### config.mk
export PLATFORM = sky130hd
export DESIGN_NAME = energy_vad_barge_in_flat
export DESIGN_NICKNAME = d
export VERILOG_FILES = /design/src/sv/evb_pkg.sv /design/src/sv/evb_in_if.sv /design/src/sv/evb_out_if.sv /design/src/sv/evb_regs.sv /design/src/sv/evb_ctrl.sv /design/src/sv/evb_dp.sv /design/src/sv/energy_vad_barge_in.sv /design/src/flat_wrapper.sv
export SDC_FILE = /design/constraint.sdc
export NUM_CORES = 2
export LEC_CHECK = 0
export BUFFER_PORTS_ARGS = -buffer_cell sky130_fd_sc_hd__buf_2
export CAP_MARGIN = 20
export CELL_PAD_IN_SITES_DETAIL_PLACEMENT = 1
export CELL_PAD_IN_SITES_GLOBAL_PLACEMENT = 1
export CORE_MARGIN = 3
export CORE_UTILIZATION = 51
export DETAILED_ROUTE_END_ITERATION = 10
export PLACE_DENSITY_LB_ADDON = 0.1
export SETUP_SLACK_MARGIN = 0.4
export SKIP_LAST_GASP = 1
export SLEW_MARGIN = 15
export SYNTH_ARGS = -nofsm -noshare
export SYNTH_HDL_FRONTEND = slang
export SYNTH_SLANG_ARGS = --single-unit
### constraint.sdc
create_clock -name clk -period 9.3 [get_ports clk]
set_clock_uncertainty 0.2 [all_clocks]
set_input_delay 0.93 -clock clk [delete_from_list [all_inputs] [get_ports clk]]
set_output_delay 0.93 -clock clk [all_outputs]
set_load 0.05 [all_outputs]
### src/sv/evb_pkg.sv
//------------------------------------------------------------------------------
// evb_pkg
// Shared widths, register codes, command codes and payload types for the
// energy voice activity detector with barge-in.
//------------------------------------------------------------------------------
`default_nettype none

package evb_pkg;

	// Longest frame that is accumulated; later samples of a frame are dropped.
	localparam int MAX_FRAME = 1024;

	localparam int SMP_W   = 16;
	localparam int LVL_W   = 16;
	localparam int SQ_W    = 2 * SMP_W - 1;
	localparam int CNT_W   = $clog2(MAX_FRAME + 1);
	localparam int SUM_W   = SQ_W - 1 + CNT_W;
	localparam int NINE_W  = SUM_W + 4;
	localparam int PROD_W  = SQ_W + CNT_W;
	localparam int MULP_W  = SQ_W + LVL_W;
	localparam int FSV_W   = 16;
	localparam int BRUN_W  = 8;
	localparam int VRUN_W  = 2;

	// Q15 level of one; higher levels can never be reached.
	localparam logic [LVL_W:0] LVL_ONE = (LVL_W + 1)'(1 << (LVL_W - 1));
	localparam logic [VRUN_W-1:0] VRUN_ON  = VRUN_W'(3);
	localparam logic [FSV_W-1:0]  FSV_MAX  = '1;
	localparam logic [BRUN_W-1:0] BRUN_MAX = '1;

	// Audio channel commands.
	localparam logic CMD_AUDIO = 1'b0;
	localparam logic CMD_CLEAR = 1'b1;

	// Configuration port.
	localparam int PADDR_W   = 5;
	localparam int PDATA_W   = 32;
	localparam int REG_IDX_W = PADDR_W - 2;

	localparam logic [REG_IDX_W-1:0] REG_TRIGGER = REG_IDX_W'(0);
	localparam logic [REG_IDX_W-1:0] REG_STOP    = REG_IDX_W'(1);
	localparam logic [REG_IDX_W-1:0] REG_SILENCE = REG_IDX_W'(2);
	localparam logic [REG_IDX_W-1:0] REG_BARGE_EN = REG_IDX_W'(3);
	localparam logic [REG_IDX_W-1:0] REG_BARGE_FR = REG_IDX_W'(4);

	localparam logic [LVL_W-1:0]  RST_TRIGGER  = LVL_W'(16384);
	localparam logic [LVL_W-1:0]  RST_STOP     = LVL_W'(9830);
	localparam logic [FSV_W-1:0]  RST_SILENCE  = FSV_W'(100);
	localparam logic              RST_BARGE_EN = 1'b1;
	localparam logic [BRUN_W-1:0] RST_BARGE_FR = BRUN_W'(3);

	// Operand selection of the shared multiplier.
	localparam logic [1:0] MUL_SQ_TRIG = 2'd0;
	localparam logic [1:0] MUL_TIMES_N = 2'd1;
	localparam logic [1:0] MUL_SQ_STOP = 2'd2;

	typedef struct packed {
		logic                    cmd;
		logic signed [SMP_W-1:0] sample;
		logic                    last;
		logic                    playing;
	} in_item_t;

	typedef struct packed {
		logic speech_active;
		logic barge_in_event;
		logic barge_in_latched;
		logic frame_voiced;
		logic frame_quiet;
	} out_item_t;

	typedef struct packed {
		logic [LVL_W-1:0]  trigger_level;
		logic [LVL_W-1:0]  stop_level;
		logic [FSV_W-1:0]  silence_frames;
		logic              barge_enable;
		logic [BRUN_W-1:0] barge_frames;
	} cfg_t;

	typedef struct packed {
		logic       acc;
		logic       clr;
		logic       mul_en;
		logic [1:0] mul_op;
		logic       load_nine;
		logic       latch_voiced;
		logic       decide;
	} dp_cmd_t;

endpackage

`default_nettype wire

### src/sv/evb_in_if.sv
//------------------------------------------------------------------------------
// evb_in_if
// Input channel: one audio sample or clear command per beat.
//------------------------------------------------------------------------------
`default_nettype none

interface evb_in_if
	import evb_pkg::*;
();
	logic     valid;
	logic     ready;
	in_item_t data;

	modport source(output valid, output data, input ready);
	modport sink(input valid, input data, output ready);
endinterface

`default_nettype wire

### src/sv/evb_out_if.sv
//------------------------------------------------------------------------------
// evb_out_if
// Result channel: one detector result per closed frame.
//------------------------------------------------------------------------------
`default_nettype none

interface evb_out_if
	import evb_pkg::*;
();
	logic      valid;
	logic      ready;
	out_item_t data;

	modport source(output valid, output data, input ready);
	modport sink(input valid, input data, output ready);
endinterface

`default_nettype wire

### src/sv/evb_regs.sv
//------------------------------------------------------------------------------
// evb_regs
// APB register file holding the detector thresholds and barge-in settings.
//------------------------------------------------------------------------------
`default_nettype none

module evb_regs
	import evb_pkg::*;
(
	input  wire logic               clk,
	input  wire logic               arst_n,
	input  wire logic               psel,
	input  wire logic               penable,
	input  wire logic               pwrite,
	input  wire logic [PADDR_W-1:0] paddr,
	input  wire logic [PDATA_W-1:0] pwdata,
	output logic      [PDATA_W-1:0] prdata,
	output logic                    pready,
	output cfg_t                    cfg
);

	logic [REG_IDX_W-1:0] idx;
	logic                 wr;
	cfg_t                 cfg_q;

	assign idx    = paddr[PADDR_W-1:2];
	assign wr     = psel && penable && pwrite;
	assign pready = 1'b1;
	assign cfg    = cfg_q;

	always_ff @(posedge clk or negedge arst_n) begin
		if (!arst_n) begin
			cfg_q.trigger_level  <= RST_TRIGGER;
			cfg_q.stop_level     <= RST_STOP;
			cfg_q.silence_frames <= RST_SILENCE;
			cfg_q.barge_enable   <= RST_BARGE_EN;
			cfg_q.barge_frames   <= RST_BARGE_FR;
		end else if (wr) begin
			unique case (idx)
				REG_TRIGGER:  cfg_q.trigger_level  <= pwdata[LVL_W-1:0];
				REG_STOP:     cfg_q.stop_level     <= pwdata[LVL_W-1:0];
				REG_SILENCE:  cfg_q.silence_frames <= pwdata[FSV_W-1:0];
				REG_BARGE_EN: cfg_q.barge_enable   <= pwdata[0];
				REG_BARGE_FR: cfg_q.barge_frames   <= pwdata[BRUN_W-1:0];
				default: ;
			endcase
		end
	end

	always_comb begin
		unique case (idx)
			REG_TRIGGER:  prdata = PDATA_W'(cfg_q.trigger_level);
			REG_STOP:     prdata = PDATA_W'(cfg_q.stop_level);
			REG_SILENCE:  prdata = PDATA_W'(cfg_q.silence_frames);
			REG_BARGE_EN: prdata = PDATA_W'(cfg_q.barge_enable);
			REG_BARGE_FR: prdata = PDATA_W'(cfg_q.barge_frames);
			default:      prdata = '0;
		endcase
	end

endmodule

`default_nettype wire

### src/sv/evb_ctrl.sv
//------------------------------------------------------------------------------
// evb_ctrl
// Sequencer: takes samples, then steps the shared multiplier through the
// two threshold compares and the frame-end update.
//------------------------------------------------------------------------------
`default_nettype none

module evb_ctrl
	import evb_pkg::*;
(
	input  wire logic     clk,
	input  wire logic     arst_n,
	input  wire logic     in_valid,
	input  wire in_item_t in_item,
	output logic          in_ready,
	output logic          out_valid,
	input  wire logic     out_ready,
	output dp_cmd_t       cmd
);

	localparam logic [2:0] ST_IDLE   = 3'd0;
	localparam logic [2:0] ST_SQ_T   = 3'd1;
	localparam logic [2:0] ST_MUL_T  = 3'd2;
	localparam logic [2:0] ST_SQ_S   = 3'd3;
	localparam logic [2:0] ST_MUL_S  = 3'd4;
	localparam logic [2:0] ST_DECIDE = 3'd5;

	logic [2:0] state_q;
	logic [2:0] state_d;
	logic       out_valid_q;
	logic       take;
	logic       slot_free;

	assign in_ready  = (state_q == ST_IDLE);
	assign take      = in_valid && in_ready;
	assign slot_free = !out_valid_q || out_ready;
	assign out_valid = out_valid_q;

	always_comb begin
		cmd     = '0;
		state_d = state_q;
		unique case (state_q)
			ST_IDLE: begin
				if (take) begin
					if (in_item.cmd == CMD_CLEAR) begin
						cmd.clr = 1'b1;
					end else begin
						cmd.acc = 1'b1;
						if (in_item.last) state_d = ST_SQ_T;
					end
				end
			end
			ST_SQ_T: begin
				cmd.mul_en    = 1'b1;
				cmd.mul_op    = MUL_SQ_TRIG;
				cmd.load_nine = 1'b1;
				state_d       = ST_MUL_T;
			end
			ST_MUL_T: begin
				cmd.mul_en = 1'b1;
				cmd.mul_op = MUL_TIMES_N;
				state_d    = ST_SQ_S;
			end
			ST_SQ_S: begin
				cmd.latch_voiced = 1'b1;
				cmd.mul_en       = 1'b1;
				cmd.mul_op       = MUL_SQ_STOP;
				state_d          = ST_MUL_S;
			end
			ST_MUL_S: begin
				cmd.mul_en = 1'b1;
				cmd.mul_op = MUL_TIMES_N;
				state_d    = ST_DECIDE;
			end
			ST_DECIDE: begin
				// Hold here until the result register can take the frame.
				if (slot_free) begin
					cmd.decide = 1'b1;
					state_d    = ST_IDLE;
				end
			end
			default: state_d = ST_IDLE;
		endcase
	end

	always_ff @(posedge clk or negedge arst_n) begin
		if (!arst_n) begin
			state_q     <= ST_IDLE;
			out_valid_q <= 1'b0;
		end else begin
			state_q <= state_d;
			if (cmd.decide) begin
				out_valid_q <= 1'b1;
			end else if (out_ready) begin
				out_valid_q <= 1'b0;
			end
		end
	end

endmodule

`default_nettype wire

### src/sv/evb_dp.sv
//------------------------------------------------------------------------------
// evb_dp
// Datapath: energy accumulator, shared multiplier for the root-free level
// compares, hysteresis and barge-in state, and the result register.
//------------------------------------------------------------------------------
`default_nettype none

module evb_dp
	import evb_pkg::*;
(
	input  wire logic     clk,
	input  wire logic     arst_n,
	input  wire dp_cmd_t  cmd,
	input  wire cfg_t     cfg,
	input  wire in_item_t in_item,
	output out_item_t     result
);

	logic [SUM_W-1:0]  sum_q;
	logic [CNT_W-1:0]  cnt_q;
	logic              playing_q;
	logic [NINE_W-1:0] nine_q;
	logic [PROD_W-1:0] prod_q;
	logic              voiced_q;
	logic [VRUN_W-1:0] vrun_q;
	logic              speech_q;
	logic [FSV_W-1:0]  fsv_q;
	logic [BRUN_W-1:0] brun_q;
	logic              barge_q;
	out_item_t         out_q;

	logic signed [2*SMP_W-1:0] sq_full;
	logic [SQ_W-1:0]           sq;
	logic [SQ_W-1:0]           mul_a;
	logic [LVL_W-1:0]          mul_b;
	logic [MULP_W-1:0]         mul_p;
	logic                      ge;
	logic                      trig_ok;
	logic                      stop_ok;
	logic                      quiet;
	logic [VRUN_W-1:0]         vrun_d;
	logic                      speech_d;
	logic [FSV_W-1:0]          fsv_d;
	logic [BRUN_W-1:0]         brun_d;
	logic                      barge_d;
	logic                      event_d;

	assign sq_full = in_item.sample * in_item.sample;
	assign sq      = sq_full[SQ_W-1:0];

	always_comb begin
		case (cmd.mul_op)
			MUL_SQ_TRIG: begin
				mul_a = SQ_W'(cfg.trigger_level);
				mul_b = cfg.trigger_level;
			end
			MUL_TIMES_N: begin
				mul_a = prod_q[SQ_W-1:0];
				mul_b = LVL_W'(cnt_q);
			end
			MUL_SQ_STOP: begin
				mul_a = SQ_W'(cfg.stop_level);
				mul_b = cfg.stop_level;
			end
			default: begin
				mul_a = '0;
				mul_b = '0;
			end
		endcase
	end

	assign mul_p = MULP_W'(mul_a) * MULP_W'(mul_b);

	// 9*sum against level squared times count; levels above one never match.
	assign ge      = nine_q >= NINE_W'(prod_q);
	assign trig_ok = {1'b0, cfg.trigger_level} <= LVL_ONE;
	assign stop_ok = {1'b0, cfg.stop_level} <= LVL_ONE;
	assign quiet   = !(stop_ok && ge);

	always_comb begin
		vrun_d   = vrun_q;
		speech_d = speech_q;
		fsv_d    = (fsv_q != FSV_MAX) ? fsv_q + 1'b1 : fsv_q;
		brun_d   = brun_q;
		barge_d  = barge_q;
		event_d  = 1'b0;
		if (voiced_q) begin
			if (vrun_q != VRUN_ON) vrun_d = vrun_q + 1'b1;
			if (vrun_d == VRUN_ON && !speech_q) begin
				speech_d = 1'b1;
				fsv_d    = '0;
			end
		end else if (quiet) begin
			vrun_d = '0;
			if (speech_q && fsv_d >= cfg.silence_frames) speech_d = 1'b0;
		end
		if (speech_d && !quiet) fsv_d = '0;
		if (cfg.barge_enable && playing_q && speech_d) begin
			if (brun_q != BRUN_MAX) brun_d = brun_q + 1'b1;
			if (brun_d >= cfg.barge_frames && !barge_q) begin
				barge_d = 1'b1;
				event_d = 1'b1;
			end
		end else begin
			brun_d = '0;
		end
	end

	always_ff @(posedge clk or negedge arst_n) begin
		if (!arst_n) begin
			sum_q     <= '0;
			cnt_q     <= '0;
			playing_q <= 1'b0;
			voiced_q  <= 1'b0;
			vrun_q    <= '0;
			speech_q  <= 1'b0;
			fsv_q     <= '0;
			brun_q    <= '0;
			barge_q   <= 1'b0;
		end else if (cmd.clr) begin
			sum_q    <= '0;
			cnt_q    <= '0;
			vrun_q   <= '0;
			speech_q <= 1'b0;
			fsv_q    <= '0;
			brun_q   <= '0;
			barge_q  <= 1'b0;
		end else begin
			if (cmd.acc) begin
				playing_q <= in_item.playing;
				if (cnt_q < CNT_W'(MAX_FRAME)) begin
					sum_q <= sum_q + SUM_W'(sq);
					cnt_q <= cnt_q + 1'b1;
				end
			end
			if (cmd.latch_voiced) voiced_q <= trig_ok && ge;
			if (cmd.decide) begin
				vrun_q   <= vrun_d;
				speech_q <= speech_d;
				fsv_q    <= fsv_d;
				brun_q   <= brun_d;
				barge_q  <= barge_d;
				sum_q    <= '0;
				cnt_q    <= '0;
			end
		end
	end

	always_ff @(posedge clk) begin
		if (cmd.load_nine) nine_q <= (NINE_W'(sum_q) << 3) + NINE_W'(sum_q);
		if (cmd.mul_en) prod_q <= mul_p[PROD_W-1:0];
		if (cmd.decide) begin
			out_q.speech_active    <= speech_d;
			out_q.barge_in_event   <= event_d;
			out_q.barge_in_latched <= barge_d;
			out_q.frame_voiced     <= voiced_q;
			out_q.frame_quiet      <= quiet;
		end
	end

	assign result = out_q;

endmodule

`default_nettype wire

### src/sv/energy_vad_barge_in.sv
//------------------------------------------------------------------------------
// energy_vad_barge_in
// Energy voice activity detector with hysteresis and latched barge-in.
//------------------------------------------------------------------------------
// Channel  Direction  Beat
// audio    in         cmd, sample, last, playing (one sample or a clear)
// result   out        speech_active, barge_in_event, barge_in_latched,
//                     frame_voiced, frame_quiet (one per closed frame)
// apb      in/out     register writes and reads, no wait states
//
// A sample without last and a clear command leave the block ready for the next beat.
// A sample with last is accumulated, then takes four steps of the single shared
// multiplier for the two threshold compares and one update before the next beat.
// The update waits while the result register still holds an untaken beat;
// samples are otherwise accepted while a result waits.
// Reset clears all detector state and loads the register defaults.
//------------------------------------------------------------------------------
`default_nettype none

module energy_vad_barge_in
	import evb_pkg::*;
(
	input  wire logic               clk,
	input  wire logic               arst_n,
	evb_in_if.sink                  audio,
	evb_out_if.source               result,
	input  wire logic               psel,
	input  wire logic               penable,
	input  wire logic               pwrite,
	input  wire logic [PADDR_W-1:0] paddr,
	input  wire logic [PDATA_W-1:0] pwdata,
	output logic      [PDATA_W-1:0] prdata,
	output logic                    pready
);

	cfg_t      cfg;
	dp_cmd_t   cmd;
	out_item_t res_item;
	logic      in_ready;
	logic      out_valid;

	evb_regs u_regs (
		.clk     (clk),
		.arst_n  (arst_n),
		.psel    (psel),
		.penable (penable),
		.pwrite  (pwrite),
		.paddr   (paddr),
		.pwdata  (pwdata),
		.prdata  (prdata),
		.pready  (pready),
		.cfg     (cfg)
	);

	evb_ctrl u_ctrl (
		.clk       (clk),
		.arst_n    (arst_n),
		.in_valid  (audio.valid),
		.in_item   (audio.data),
		.in_ready  (in_ready),
		.out_valid (out_valid),
		.out_ready (result.ready),
		.cmd       (cmd)
	);

	evb_dp u_dp (
		.clk     (clk),
		.arst_n  (arst_n),
		.cmd     (cmd),
		.cfg     (cfg),
		.in_item (audio.data),
		.result  (res_item)
	);

	assign audio.ready  = in_ready;
	assign result.valid = out_valid;
	assign result.data  = res_item;

endmodule

`default_nettype wire

### src/flat_wrapper.sv
// flat-port wrapper written by rule: the top's interface ports become plain ports
module energy_vad_barge_in_flat import evb_pkg::*;
  (clk, arst_n, psel, penable, pwrite, paddr, pwdata, prdata, pready, audio_valid, audio_data, audio_ready, result_valid, result_data, result_ready);
  evb_in_if audio_i ();
  evb_out_if result_i ();
  input  wire logic clk;
  input  wire logic arst_n;
  input  wire logic psel;
  input  wire logic penable;
  input  wire logic pwrite;
  input  wire logic [PADDR_W-1:0] paddr;
  input  wire logic [PDATA_W-1:0] pwdata;
  output logic      [PDATA_W-1:0] prdata;
  output logic pready;
  input wire logic [$bits(audio_i.valid)-1:0] audio_valid;
  input wire logic [$bits(audio_i.data)-1:0] audio_data;
  output wire logic [$bits(audio_i.ready)-1:0] audio_ready;
  output wire logic [$bits(result_i.valid)-1:0] result_valid;
  output wire logic [$bits(result_i.data)-1:0] result_data;
  input wire logic [$bits(result_i.ready)-1:0] result_ready;
  assign audio_i.valid = audio_valid;
  assign audio_i.data = audio_data;
  assign audio_ready = audio_i.ready;
  assign result_valid = result_i.valid;
  assign result_data = result_i.data;
  assign result_i.ready = result_ready;
  energy_vad_barge_in u_core (.clk(clk), .arst_n(arst_n), .audio(audio_i), .result(result_i), .psel(psel), .penable(penable), .pwrite(pwrite), .paddr(paddr), .pwdata(pwdata), .prdata(prdata), .pready(pready));
endmodule
### After elaboration in Yosys (flattened, before gate mapping)

Index checks and enable logic that the tools add are counted.

| word-level totals | value |
|---|---|
| register bits after elaboration | 235 |
| bits in latches | 0 |
| logic and storage cells | 147 |
| ROM bits | 0 |
| bits in writable memories | 0 |
| output and inout port bits | 40 |
| memories | 0 |

| cells by class | value |
|---|---|
| muxes and demuxes | 55 |
| $lt $le $gt $ge | 6 |
| reductions and logical operators | 34 |
| eq/ne operators | 20 |
| $add $sub $neg | 6 |
| shifts and indexed selects | 0 |
| divide/modulo/power cells | 0 |
| multiply operators | 2 |
| bitwise operators | 1 |

Operators by type and width:

| kind | number |
|---|---|
| two-way mux 41 bit | 4 |
| two-way mux 16 bit | 6 |
| case mux 31 bit (3 select lines) | 1 |
| case mux 16 bit (5 select lines) | 1 |
| case mux 16 bit (3 select lines) | 1 |
| adder 44 x 41 -> 45 bit | 1 |
| greater-or-equal comparator 45 x 42 -> 1 bit | 1 |
| two-way mux 11 bit | 4 |
| multiplier 31 x 16 -> 42 bit | 1 |
| adder 41 x 31 -> 41 bit | 1 |
| two-way mux 8 bit | 5 |
| less-or-equal comparator 16 bit, second input constant | 2 |
| multiplier 16 x 16 -> 31 bit | 1 |
| two-way mux 1 bit | 19 |
| case mux 3 bit (6 select lines) | 1 |
| AND reduction 2 bit | 9 |
| adder 16 x 1 -> 16 bit, second input constant | 1 |
| greater-or-equal comparator 16 bit | 1 |
| two-way mux 2 bit | 8 |
| != test 16 bit, second input constant | 1 |
| equality test 3 x 2 -> 1 bit, second input constant | 4 |
| two-way mux 3 bit | 4 |
| adder 11 x 1 -> 11 bit, second input constant | 1 |
| logical AND 1 bit | 11 |
| other kinds (22) | 35 |

### Logic depth before layout (Yosys ltp)

| logic depth | value |
|---|---|
| word-level depth | 15 |
| gate-level depth with buffers | 36 |

### By module

Synthesis repeated with hierarchy kept, for this count alone.

| second synthesis, totals | value |
|---|---|
| cells, all modules | 4174 |
| area total of the unflattened synthesis | 38340.5 um^2 |

By module, submodules not included:

| module | area an instance (um^2) | instances | sequential area each (um^2) | cells an instance |
|---|---|---|---|---|
| evb_dp | 35266.3 | 1 | 4814.6 | 3926 |
| evb_regs | 2785.2 | 1 | 1443.9 | 217 |
| evb_ctrl | 289.0 | 1 | 100.1 | 31 |

### Least setup slack after synthesis

No wires, ideal clock.

| timing path | value |
|---|---|
| path type | input to register |
| start point | input audio_data[17] |
| end point | register u_core.u_dp.sum_q[40] |
| stages on the path | 30 |
| arrival time | 8429 ps |
| data required time | 8968 ps |
| buffers on the path | 2 |
| path slack | 539 ps |
| path through | clkbuf_1 -> buf_1 -> nand2_1 -> fa_1 -> fa_1 -> inv_1 -> fa_1 -> fa_1 -> fa_1 -> inv_1 -> fa_1 -> inv_1 -> ha_1 -> and2_1 -> a311oi_1 -> a31oi_1 -> a21o_1 -> a21oi_1 -> xnor2_1 -> ha_1 -> nand2_1 -> nor4_1 -> a2111oi_0 -> o21ai_1 -> o21a_1 -> a21o_1 -> a31o_2 -> nor4b_1 -> xnor2_1 -> nor2_1 |

| between the ends | value |
|---|---|
| longest elaborated chain between the ends | 6 |

Ends and longest elaborated chain:

| element | line | source |
|---|---|---|
| start: declaration | flat_wrapper.sv:16 | `input wire logic [$bits(audio_i.data)-1:0] audio_data;` |
| multiplier 16 x 16 -> 31 bit | evb_dp.sv:48 | `assign sq_full = in_item.sample * in_item.sample;` |
| adder 41 x 31 -> 41 bit | evb_dp.sv:132 | `sum_q <= sum_q + SUM_W'(sq);` |
| two-way mux 41 bit | evb_dp.sv:131 | `if (cnt_q < CNT_W'(MAX_FRAME)) begin` |
| two-way mux 41 bit | evb_dp.sv:129 | `if (cmd.acc) begin` |
| two-way mux 41 bit | evb_dp.sv:137 | `if (cmd.decide) begin` |
| two-way mux 41 bit | evb_dp.sv:120 | `end else if (cmd.clr) begin` |
| end signal: assignment | evb_dp.sv:132 |  |
| end: declaration | evb_dp.sv:19 | `logic [SUM_W-1:0] sum_q;` |

No other way between the ends. The select of a mux whose other input is x is not followed.
A chain may end at the register's enable or synchronous reset.

### Worst setup path after layout

| timing path | value |
|---|---|
| start point | input audio_data[3] |
| end point | register u_core.u_dp.sum_q[38] |

Same word-level chain as after synthesis.

==> results_dict.tcl <==
set metrics [dict create \
    drv_cap 0 \
    path_class "input port to flip-flop" \
    required_ns 9.52 \
    finalHoldViolations 0 \
    htree_levels 1 \
    cts-hold-fix-buffers 0 \
    wire_per_inst_um 20.52 \
    reg2reg_depth 29 \
    die_h_um 278.5 \
    clkLatencyLatePin_ns 0.55 \
    synth_top_family_by_area "adder cells" \
    syn2layout_area_growth_pct 9.241 \
    met3_usage 0.01980 \
    path_common_cell "fa_1" \
    dieArea_mm2 0.07757 \
    timing.fmax_mhz 116.7 \
    root_buffer "clkbuf_16" \
    drcViolationCount 0 \
    synthSimpleGateAreaFrac 0.1346 \
    synth-compound-area-share 0.1075 \
    num_io_pins 103 \
    path_max_fanout 12 \
    yosys_warnings 0 \
    drt_wl_total_um 109200 \
    synth_most_common_cell "inv_1" \
    hpwl_um 91820 \
    place.gp.congestion 0.8811 \
    portBuffers 67 \
    dpl.cell_count 5265 \
    drv_slew 0 \
    ys_types 82 \
    core_area_mm2 0.07321 \
    antenna_found_initial 1 \
    worst_path_max_delay_cell "fa_1" \
    tightest_slew_ns 1.040 \
    setup-violations-final 0 \
    clock_path_buffers 3 \
    cp-end-kind "flip-flop" \
    grt_first_pass_wirelength_um 179400 \
    initialDrtViolationCount 1426 \
    yosys.area.top_type "fa_1" \
    avgSynthCellArea_um2 9.091 \
    met1_usage 0.3841 \
    ant_nets 0 \
    first_pass_iters 5 \
    fin_crit_sh 0.9218 \
    synth_ff_type "dfrtp_1" \
    initial_core_util 0.5173 \
    synth_cells 4166 \
    clock_sinks 235 \
    crit_arrival_ns 8.79 \
    synthXorXnorAreaFrac 0.04093 \
    vias 29390 \
    insertedDiodeCount 0 \
    via_per_inst 5.524 \
    use_met2 0.5275 \
    placement_rows 99 \
    synth_fa_ha_area_frac 0.4359 \
    synthTopCellsByCount "inv_1 (827), fa_1 (624), nand2_1 (540)" \
    final_cells 5320 \
    syn_area_mm2 0.03787 \
    crit_path_max_incr_delay_ns 0.53 \
    muxShareOfSynthArea 0.01606 \
    ys_seq_area_frac 0.1679 \
    busiest_layer "met2" \
    grt_max_degree 81 \
    chipWidth_um 278.5 \
    slew_headroom 0.3035 \
    async_flop_share 0.6085 \
    layout-drive-gt1-share 0.08140 \
    status "complete, no violations" \
    synth_area_leaders "fa_1 (33%), ha_1 (11%), dfrtp_1 (8.5%)" \
    hold_path_class "input port to asynchronous set/reset pin" \
    synth_edf_count 92 \
    ys_ff_latch 235 \
    layout.nets 5347 \
    synth_top_area_frac 0.3298 \
    fin_crit_ns 8.573 \
    cts-buffers-inserted 28 \
    whs_ns 0.2265 \
    grt_util_all_layers 0.2911 \
    start_kind "input port" \
    first_global_vias 32955 \
    cts_tree "done" \
    clk_pin_slew_ns 0.06 \
    grt-ovfl-total 0 \
    grt_setup_unrepaired "yes" \
]
-- layer usage --
metal / vias up / routed length, µm / share of wire
li1: 13471 / - / -
met1: 15267 / 47360 / 0.43
met2: 499 / 55840 / 0.51
met3: 151 / 3235 / 0.030
met4: 2 / 2706 / 0.025
met5: - / 13 / 0.00012
-- metrics by stage --
stage,instance area (µm²),worst slack (ns),TNS (ns),utilization
floorplan,38150,0.5386,0,-
global placement,40160,-0.1740,-0.4009,0.5486
detailed placement,40160,-0.3110,-1.212,0.5486
CTS,41160,0.4664,0,0.5622
global route,41370,0.3035,0,0.5651
finish,41370,0.7275,0,0.5651
-- path summary, 6_finish.rpt --
check,from,to,slack [ns]
worst max register to register,u_core.u_ctrl.state_q[2],u_core.u_dp.prod_q[34],0.77
worst min-delay path,arst_n,u_core.u_regs.cfg[7],0.23
min in group clk,u_core.u_dp.fsv_q[7],u_core.u_dp.fsv_q[7],0.28
worst min register to register,u_core.u_dp.fsv_q[7],u_core.u_dp.fsv_q[7],0.28
max in group asynchronous,arst_n,u_core.u_ctrl.state_q[2],7.25
worst max-delay path,audio_data[3],u_core.u_dp.sum_q[38],0.73
-- critical path: cells and delay by family --
kind,cells,cell delay [ns]
and+or+nand+nor,7,0.81
adders and majority gates,8,3.67
AOI/OAI and AO/OA,11,2.20
buffers and inverters,7,0.72
xor gates and xnor gates,2,0.44
-- cells in the final DEF, fill, tap and decap left out, types with 33 or more instances in the layout --
| cell | netlist | layout |
|---|---|---|
| a21o_1 | 74 | 74 |
| a21oi_1 | 176 | 172 |
| a22o_1 | 37 | 37 |
| and2_1 | 60 | 57 |
| buf_2 | 2 | 58 |
| buf_4 | 17 | 129 |
| conb_1 | 2 | 77 |
| dfrtp_1 | 129 | 128 |
| edfxtp_1 | 92 | 92 |
| fa_1 | 624 | 624 |
| ha_1 | 321 | 317 |
| inv_1 | 827 | 825 |
| mux2_2 | 38 | 38 |
| nand2_1 | 540 | 539 |
| nand3_1 | 46 | 45 |
| nand4_1 | 33 | 33 |
| nor2_1 | 285 | 281 |
| nor3_1 | 41 | 41 |
| o21a_1 | 44 | 44 |
| o21ai_0 | 105 | 105 |
| o21ai_1 | 56 | 52 |
| xnor2_1 | 121 | 120 |
| xor2_1 | 56 | 56 |
-- cell families after synthesis --
family	count (synthesis)
XOR/XNOR	177
multiplexers	56
AO/OA/AOI/OAI	635
other	2
buffers and inverters	961
flip-flops	235
AND/OR/NAND/NOR	1155
adder cells (fa/ha/maj)	945
-- final cells by class --
class                           count  area, µm²
Timing Repair Buffer              197       1366
Sequential cell                   235       6360
Clock inverter                     15      163.9
Tap cell                          959       1200
Inverter                          832       3123
Clock buffer                       37      818.3
Fill cell                        8570      31830
Multi-Input combinational cell   3045      28340
-- state kept, by name, summed over array words and instances, names as in the netlist --
name	flops
u_core.u_regs.cfg	57
u_core.u_dp.nine_q	45
u_core.u_dp.prod_q	42
u_core.u_dp.sum_q	41
u_core.u_dp.fsv_q	16
u_core.u_dp.cnt_q	11
u_core.u_dp.brun_q	8
u_core.u_dp.result	5
u_core.u_ctrl.state_q	3
u_core.u_dp.vrun_q	2
u_core.u_ctrl.out_valid	1
u_core.u_dp.barge_q	1
u_core.u_dp.playing_q	1
u_core.u_dp.speech_q	1
u_core.u_dp.voiced_q	1
-- timing repair --
action,4_1_cts,5_1_grt
gates resized for setup,5,42
setup endpoints to repair,6,26
pin swaps,0,6
setup buffers,0,2
Power is left out: the tool's default activity adds up to more than one toggle a clock period on the data nets, which glitch-free logic cannot reach.
